**src/design/prcu_pkg.sv**
```systemverilog
// Package for the polyline rectangle clipper: widths, payload structs,
// register and source codes, sequencer states. No dependencies.
package prcu_pkg;

  localparam int unsigned CoordW   = 32;
  localparam int unsigned MagW     = CoordW + 1;
  localparam int unsigned ProdW    = 2 * MagW;
  localparam int unsigned StepW    = $clog2(MagW);
  localparam int unsigned NumLines = 4;
  localparam int unsigned LineW    = $clog2(NumLines);
  localparam int unsigned EmitW    = $clog2(NumLines + 1);

  localparam logic [StepW-1:0] LastStep   = StepW'(MagW - 1);
  localparam logic [EmitW-1:0] VertexSlot = EmitW'(NumLines);

  typedef logic signed [CoordW-1:0] coord_t;
  typedef logic signed [MagW-1:0]   smag_t;
  typedef logic [MagW-1:0]          mag_t;
  typedef logic [ProdW-1:0]         prod_t;

  typedef enum logic [1:0] {
    CfgLeft,
    CfgBottom,
    CfgRight,
    CfgTop
  } cfg_idx_e;

  typedef enum logic [2:0] {
    SrcVertex,
    SrcBottom,
    SrcLeft,
    SrcTop,
    SrcRight
  } src_e;

  typedef enum logic [3:0] {
    StIdle,
    StDelta,
    StMag,
    StLoad,
    StMul,
    StPrep,
    StDiv,
    StCoord,
    StCmp,
    StOrder,
    StEmit
  } state_e;

  typedef struct packed {
    coord_t vx;
    coord_t vy;
    logic   starts_polyline;
  } in_item_t;

  typedef struct packed {
    coord_t     px;
    coord_t     py;
    logic [2:0] source;
    logic       new_piece;
    logic       last;
  } out_item_t;

  typedef struct packed {
    logic load;
    logic mul_step;
    logic prep;
    logic div_step;
  } lane_ctrl_t;

endpackage

```
**src/design/prcu_lane.sv**
```systemverilog
// One crossing lane: bit-serial shift-add multiply, then restoring divide
// with round-half-up bias. Depends on prcu_pkg.
module prcu_lane (
  input  logic                clk_i,
  input  prcu_pkg::lane_ctrl_t ctrl_i,
  input  prcu_pkg::mag_t      mcand_i,
  input  prcu_pkg::mag_t      mplier_i,
  input  prcu_pkg::mag_t      den_i,
  output prcu_pkg::prod_t     prod_o,
  output prcu_pkg::mag_t      quo_o
);

  localparam int unsigned MagW  = prcu_pkg::MagW;
  localparam int unsigned ProdW = prcu_pkg::ProdW;

  prcu_pkg::mag_t  mcand_q, mpl_q, den_q, rem_q, dvd_q;
  prcu_pkg::prod_t acc_q, prod_q;

  logic [MagW:0]   mul_sum;
  logic [MagW:0]   trial;
  logic [MagW:0]   diff;
  prcu_pkg::prod_t biased;

  always_comb begin
    mul_sum = {1'b0, acc_q[ProdW-1:MagW]} + (mpl_q[0] ? {1'b0, mcand_q} : '0);
    trial   = {rem_q, dvd_q[MagW-1]};
    diff    = trial - {1'b0, den_q};
    biased  = acc_q + ProdW'(den_q >> 1);
  end

  always_ff @(posedge clk_i) begin
    if (ctrl_i.load) begin
      mcand_q <= mcand_i;
      mpl_q   <= mplier_i;
      den_q   <= den_i;
      acc_q   <= '0;
    end else if (ctrl_i.mul_step) begin
      acc_q <= {mul_sum, acc_q[MagW-1:1]};
      mpl_q <= mpl_q >> 1;
    end
    if (ctrl_i.prep) begin
      prod_q <= acc_q;
      rem_q  <= biased[ProdW-1:MagW];
      dvd_q  <= biased[MagW-1:0];
    end else if (ctrl_i.div_step) begin
      rem_q <= diff[MagW] ? trial[MagW-1:0] : diff[MagW-1:0];
      dvd_q <= {dvd_q[MagW-2:0], ~diff[MagW]};
    end
  end

  assign prod_o = prod_q;
  assign quo_o  = dvd_q;

endmodule

```
**config.mk**
```make
export PLATFORM = sky130hd
export DESIGN_NAME = prcu_lane
export DESIGN_NICKNAME = d
export VERILOG_FILES = /design/src/design/prcu_pkg.sv /design/src/design/prcu_lane.sv
export SDC_FILE = /design/constraint.sdc
export NUM_CORES = 1
export LEC_CHECK = 0
export ABC_AREA = 0
export BUFFER_PORTS_ARGS = -buffer_cell sky130_fd_sc_hd__buf_2
export CORE_MARGIN = 5
export CORE_UTILIZATION = 59
export CTS_CLUSTER_DIAMETER = 60
export DETAILED_ROUTE_END_ITERATION = 8
export GPL_TIMING_DRIVEN = 0
export PLACE_DENSITY = 0.81
export SETUP_SLACK_MARGIN = 0.2
export SYNTH_ARGS = -nofsm -noshare
export SYNTH_HDL_FRONTEND = slang
export SYNTH_SLANG_ARGS = --single-unit
```
**constraint.sdc**
```tcl
create_clock -name clk_i -period 4.29 [get_ports clk_i]
set_clock_uncertainty 0.05 [all_clocks]
set_input_delay 0.858 -clock clk_i [delete_from_list [all_inputs] [get_ports clk_i]]
set_output_delay 0.858 -clock clk_i [all_outputs]
set_load 0.005 [all_outputs]
```
After elaboration in Yosys (flattened, before gate mapping)
Cells that the tools add are included.
- bitwise logic cells: 1
- $lt $le $gt $ge: 0
- reductions and logical operators: 2
- multiply operators: 0
- shift-type cells: 0
- div/mod/pow operators: 0
- muxes and demuxes: 8
- $add $sub $neg: 3
- eq/ne operators: 0
- operator list (operator ; number):
    two-way mux 33 bit ; 8
    adder 66 x 32 -> 66 bit ; 1
    adder 33 x 33 -> 34 bit ; 1
    subtractor 34 x 33 -> 34 bit ; 1
    nonzero test 2 bit ; 2
    inverter 1 bit ; 1
- output and inout bits: 99
- memories: 0
- logic and storage cells: 21
- input bits: 104
- register bits after elaboration: 297
- bits in latches: 0
- memory bits (writable): 0
- memory bits (read-only): 0

Longest topological paths before layout
- word-level depth: 4
- mapped depth: 15

Least setup slack after synthesis
Ideal clock, no wire load.
- kind: register -> register
- start: register den_q[1]
- end: register dvd_q[32] (netlist: quo_o[32]), data pin
- arrival time: 3154 ps
- path buffers: 2
- setup slack: 826 ps
- data required time: 3980 ps
- cell stages (with the launch flop): 14
- period minus slack after synthesis: 3464 ps
- path through: edfxtp_1 ha_1 fa_1 a211o_1 o211ai_1 a2bb2oi_1 a41o_1 a21oi_2 o21ai_1 a41o_1 buf_2 buf_4 xor2_1 mux2_2
- cells in the longest elaborated chain, start to end: 2
- RTL lines (what ; RTL line ; text):
    start, declared ; prcu_lane.sv:16 ; prcu_pkg::mag_t mcand_q, mpl_q, den_q, rem_q, dvd_q;
    start signal, assigned ; prcu_lane.sv:35 ; den_q <= den_i;
    adder 66 x 32 -> 66 bit ; prcu_lane.sv:28 ; biased = acc_q + ProdW'(den_q >> 1);
    two-way mux 33 bit ; prcu_lane.sv:41 ; if (ctrl_i.prep) begin
    end signal, assigned ; prcu_lane.sv:44 ; dvd_q <= biased[MagW-1:0];
    end signal, assigned ; prcu_lane.sv:47 ; dvd_q <= {dvd_q[MagW-2:0], ~diff[MagW]};
    end, declared ; prcu_lane.sv:16 ;
No other way between the ends.
A chain may end at the register's enable or synchronous reset.

Worst setup path in the final report
Same ends and word-level chain as after synthesis.

==> results.json <==
{
  "run_status": "finished, final reports clean",
  "final.fill_count": 2044,
  "final_util_pct": 68.8,
  "total_inserted_antenna_cells": 0,
  "hold_buffers": 0,
  "post_synth_xor_area_fraction_pct": 5.88,
  "layout.cells.most_common_list": "sky130_fd_sc_hd__edfxtp_1, sky130_fd_sc_hd__buf_2, sky130_fd_sc_hd__nor2_1",
  "synth_top_area_share_pct": 42.0,
  "grt-ovfl-total": 0,
  "grt_first_pass_wirelength_mm": 63.5,
  "synth.top_cells.by_area": "sky130_fd_sc_hd__edfxtp_1, sky130_fd_sc_hd__dfxtp_1, sky130_fd_sc_hd__ha_1",
  "crit_type": "register to register",
  "cts_tree": "built",
  "synth_compound_gate_area_share_pct": 14.8,
  "die-width_microns": 177,
  "dp_hpwl_mm": 30.0,
  "grt_start_max_net_pins": 70,
  "die_height_microns": 177,
  "placeableCoreArea_sq_um": 27700,
  "synthSimpleGateAreaFrac_pct": 11.9,
  "slew_viol_final": 0,
  "top_reg_cell_synth": "sky130_fd_sc_hd__edfxtp_1",
  "maxSlewHeadroom_pct": 16.6,
  "fin_crit_ps": 3970,
  "worst-endpoint-required_ps": 4550,
  "initial_core_util_pct": 59.7,
  "yosysSeqAreaShare_pct": 49.9,
  "synth.ff_latch_count": 297,
  "post_synth_edffs": 231,
  "synth.distinct_cells": 76,
  "worstMarginPinSlew_ps": 1250,
  "cts.root.buffer_cell": "sky130_fd_sc_hd__clkbuf_16",
  "max_freq_mhz": 252,
  "initial_drt_markers": 1062,
  "drt_wl_total_mm": 40.3,
  "boundaryPins": 203,
  "synth_top_area_cell": "sky130_fd_sc_hd__edfxtp_1",
  "cts_buffer_depth": 3,
  "synthAdderAreaFrac_pct": 7.78,
  "port-buffer-count": 202,
  "net_count_final": 1955,
  "yosys_warnings": 0,
  "totalPowerFinal_mw": 8.55,
  "synthesis.instances": 1513,
  "drc": 0,
  "route.antenna.remaining_nets": 0,
  "timing.critical_path.arrival_ps": 4230,
  "cts_num_sinks": 297,
  "placed_cell_area_sq_um": 18000,
  "multiInputGateArea_sq_um": 7810,
  "die_outline_area_sq_um": 31500,
  "vias_per_cell": 5.83,
  "total_of_max_cap_violations": 0,
  "inserted_clock_buffers": 31,
  "worst_setup_path_start_kind": "register",
  "worst_hold_slack_ps": 419,
  "h-tree-depth": 1,
  "grt.total_usage_pct": 25.1,
  "power_density_nw_per_um2": 449,
  "async_set_or_reset_flop_fraction_in_the_synthesized_netlist_pct": 0,
  "firstDrtPassIters": 8,
  "worst_skew_pair.late_latency_ps": 560,
  "worst-r2r-setup-slack_ps": 320,
  "timing.final.hold_violations": 0,
  "grt_antenna_before_repair": 0,
  "final_layout_size_suffix_gt1_share_pct": 19.0,
  "worst_hold_path_type": "primary input to register",
  "synthToLayoutAreaGrowth_pct": 15.2,
  "vdd.ir_drop.worst_uv": 327,
  "gp_congestion": 0.913,
  "syn_nets": 1718,
  "avgRoutedWirePerCell_microns": 18.7,
  "synth_area_sq_um": 16500,
  "commonest_non_fill_non_tap_cell_in_the_layout": "sky130_fd_sc_hd__edfxtp_1",
  "cellLeakagePower_nw": 8.03,
  "area.sequential_sq_um": 8260,
  "setup.worst_path.end_class": "register",
  "synth_top_family_by_area": "compound AO/OA/AOI/OAI gates",
  "first_global_vias": 12220,
  "clk_pin_slew_worst_paths_ps": 60,
  "critPathMaxFanout": 10,
  "layout.cell_area.non_filler_sq_um": 19000,
  "avgSynthCellArea_sq_um": 10.9,
  "setup_violations": 0,
  "finalCritPeriodShare_pct": 92.5,
  "setup_repair_after_global_routing_missed_its_margin": "no",
  "core.rowCount": 61,
  "yosys-mux-area-fraction_pct": 6.81,
  "route.vias.total": 12551
}
==> final cells by class <==
| type | count | share of cell area [%] |
|---|---|---|
| timing repair buffer | 204 | 5.41 |
| tap | 378 | 2.48 |
| clock buffer | 47 | 4.76 |
| clock inverter | 11 | 0.506 |
| sequential | 297 | 43.3 |
| inverter | 57 | 1.12 |
| buffer | 64 | 1.36 |
| multi-input combinational | 1095 | 41.0 |
==> report_power, final <==
| part | internal [mW] | switching [mW] |
|---|---|---|
| clock network | 1.52 | 1.10 |
| logic | 0.923 | 1.33 |
| registers | 3.46 | 0.218 |
==> sequential cells by signal, indices dropped and copies added, names as in the netlist <==
name / cells
den_q: 33
rem_q: 33
acc_q: 66
quo_o: 33
mcand_q: 33
mpl_q: 33
prod_o: 66
==> through the flow <==
stage / setup WS, ps / TNS, ps / cells
floorplan: 826 / 0 / 1513
global placement: -811 / -56490 / 2093
detailed placement: 14.3 / 0 / 2093
CTS: 303 / 0 / 2151
global route: 201 / 0 / 2153
finish: 322 / 0 / 2153
==> cell usage after synthesis, drive strengths merged, types with 6 or more instances <==
cell / count
a22oi: 6
a31oi: 15
nand3: 37
nand4: 17
nand3b: 6
nor2b: 15
xnor2: 61
mux2i: 45
nor2: 139
edfxtp: 231
o21bai: 12
inv: 56
a211oi: 37
nor3: 26
o211ai: 9
o21ai: 61
or3: 8
and2: 39
nand2: 75
nand2b: 12
clkbuf: 49
and3: 14
ha: 98
o21a: 12
dfxtp: 66
mux2: 60
buf: 15
a21o: 43
a21oi: 119
a22o: 10
xor2: 50
==> cell families after synthesis <==
logic type | after synthesis
adder cells (fa/ha/maj) | 101
flip-flops | 297
XOR/XNOR | 111
AO/OA/AOI/OAI | 371
multiplexers | 105
buffers and inverters | 121
AND/OR/NAND/NOR | 407
==> repair_timing <==
item                       CTS  global route
setup endpoints to repair    0            13
resized for setup            0             3
setup buffers                0             2
hold endpoints to repair     0             0
==> routing by layer <==
metal	vias to the layer above	part of all wire, %	track usage, %
met3	74	5.8	3.49
met1	5950	44	34.3
met4	0	2.5	6.90
li1	6097	-	-
met5	-	0	0
met2	430	47	42.3
==> worst max-delay path, cell delays in order, from the launching register on <==
cell                        delay, ps
sky130_fd_sc_hd__edfxtp_1         410
sky130_fd_sc_hd__ha_1             270
sky130_fd_sc_hd__fa_1             450
sky130_fd_sc_hd__a211o_1          280
sky130_fd_sc_hd__o211ai_1         200
sky130_fd_sc_hd__a2bb2oi_2        140
sky130_fd_sc_hd__a41o_2           360
sky130_fd_sc_hd__a21oi_2          230
sky130_fd_sc_hd__o21ai_1          200
sky130_fd_sc_hd__a41o_1           320
sky130_fd_sc_hd__buf_2            200
sky130_fd_sc_hd__buf_4            200
sky130_fd_sc_hd__xor2_1           140
sky130_fd_sc_hd__mux2_2           260
==> final timing paths <==
kind                  start    endpoint  cells past startpoint
setup / recovery   den_q[1]   quo_o[32]                     13
hold / removal    den_i[24]   den_q[24]                      1
setup reg to reg   den_q[1]   quo_o[32]                     13
hold reg to reg   acc_q[18]  prod_o[18]                      0
(Power assumes the default switching activity.)
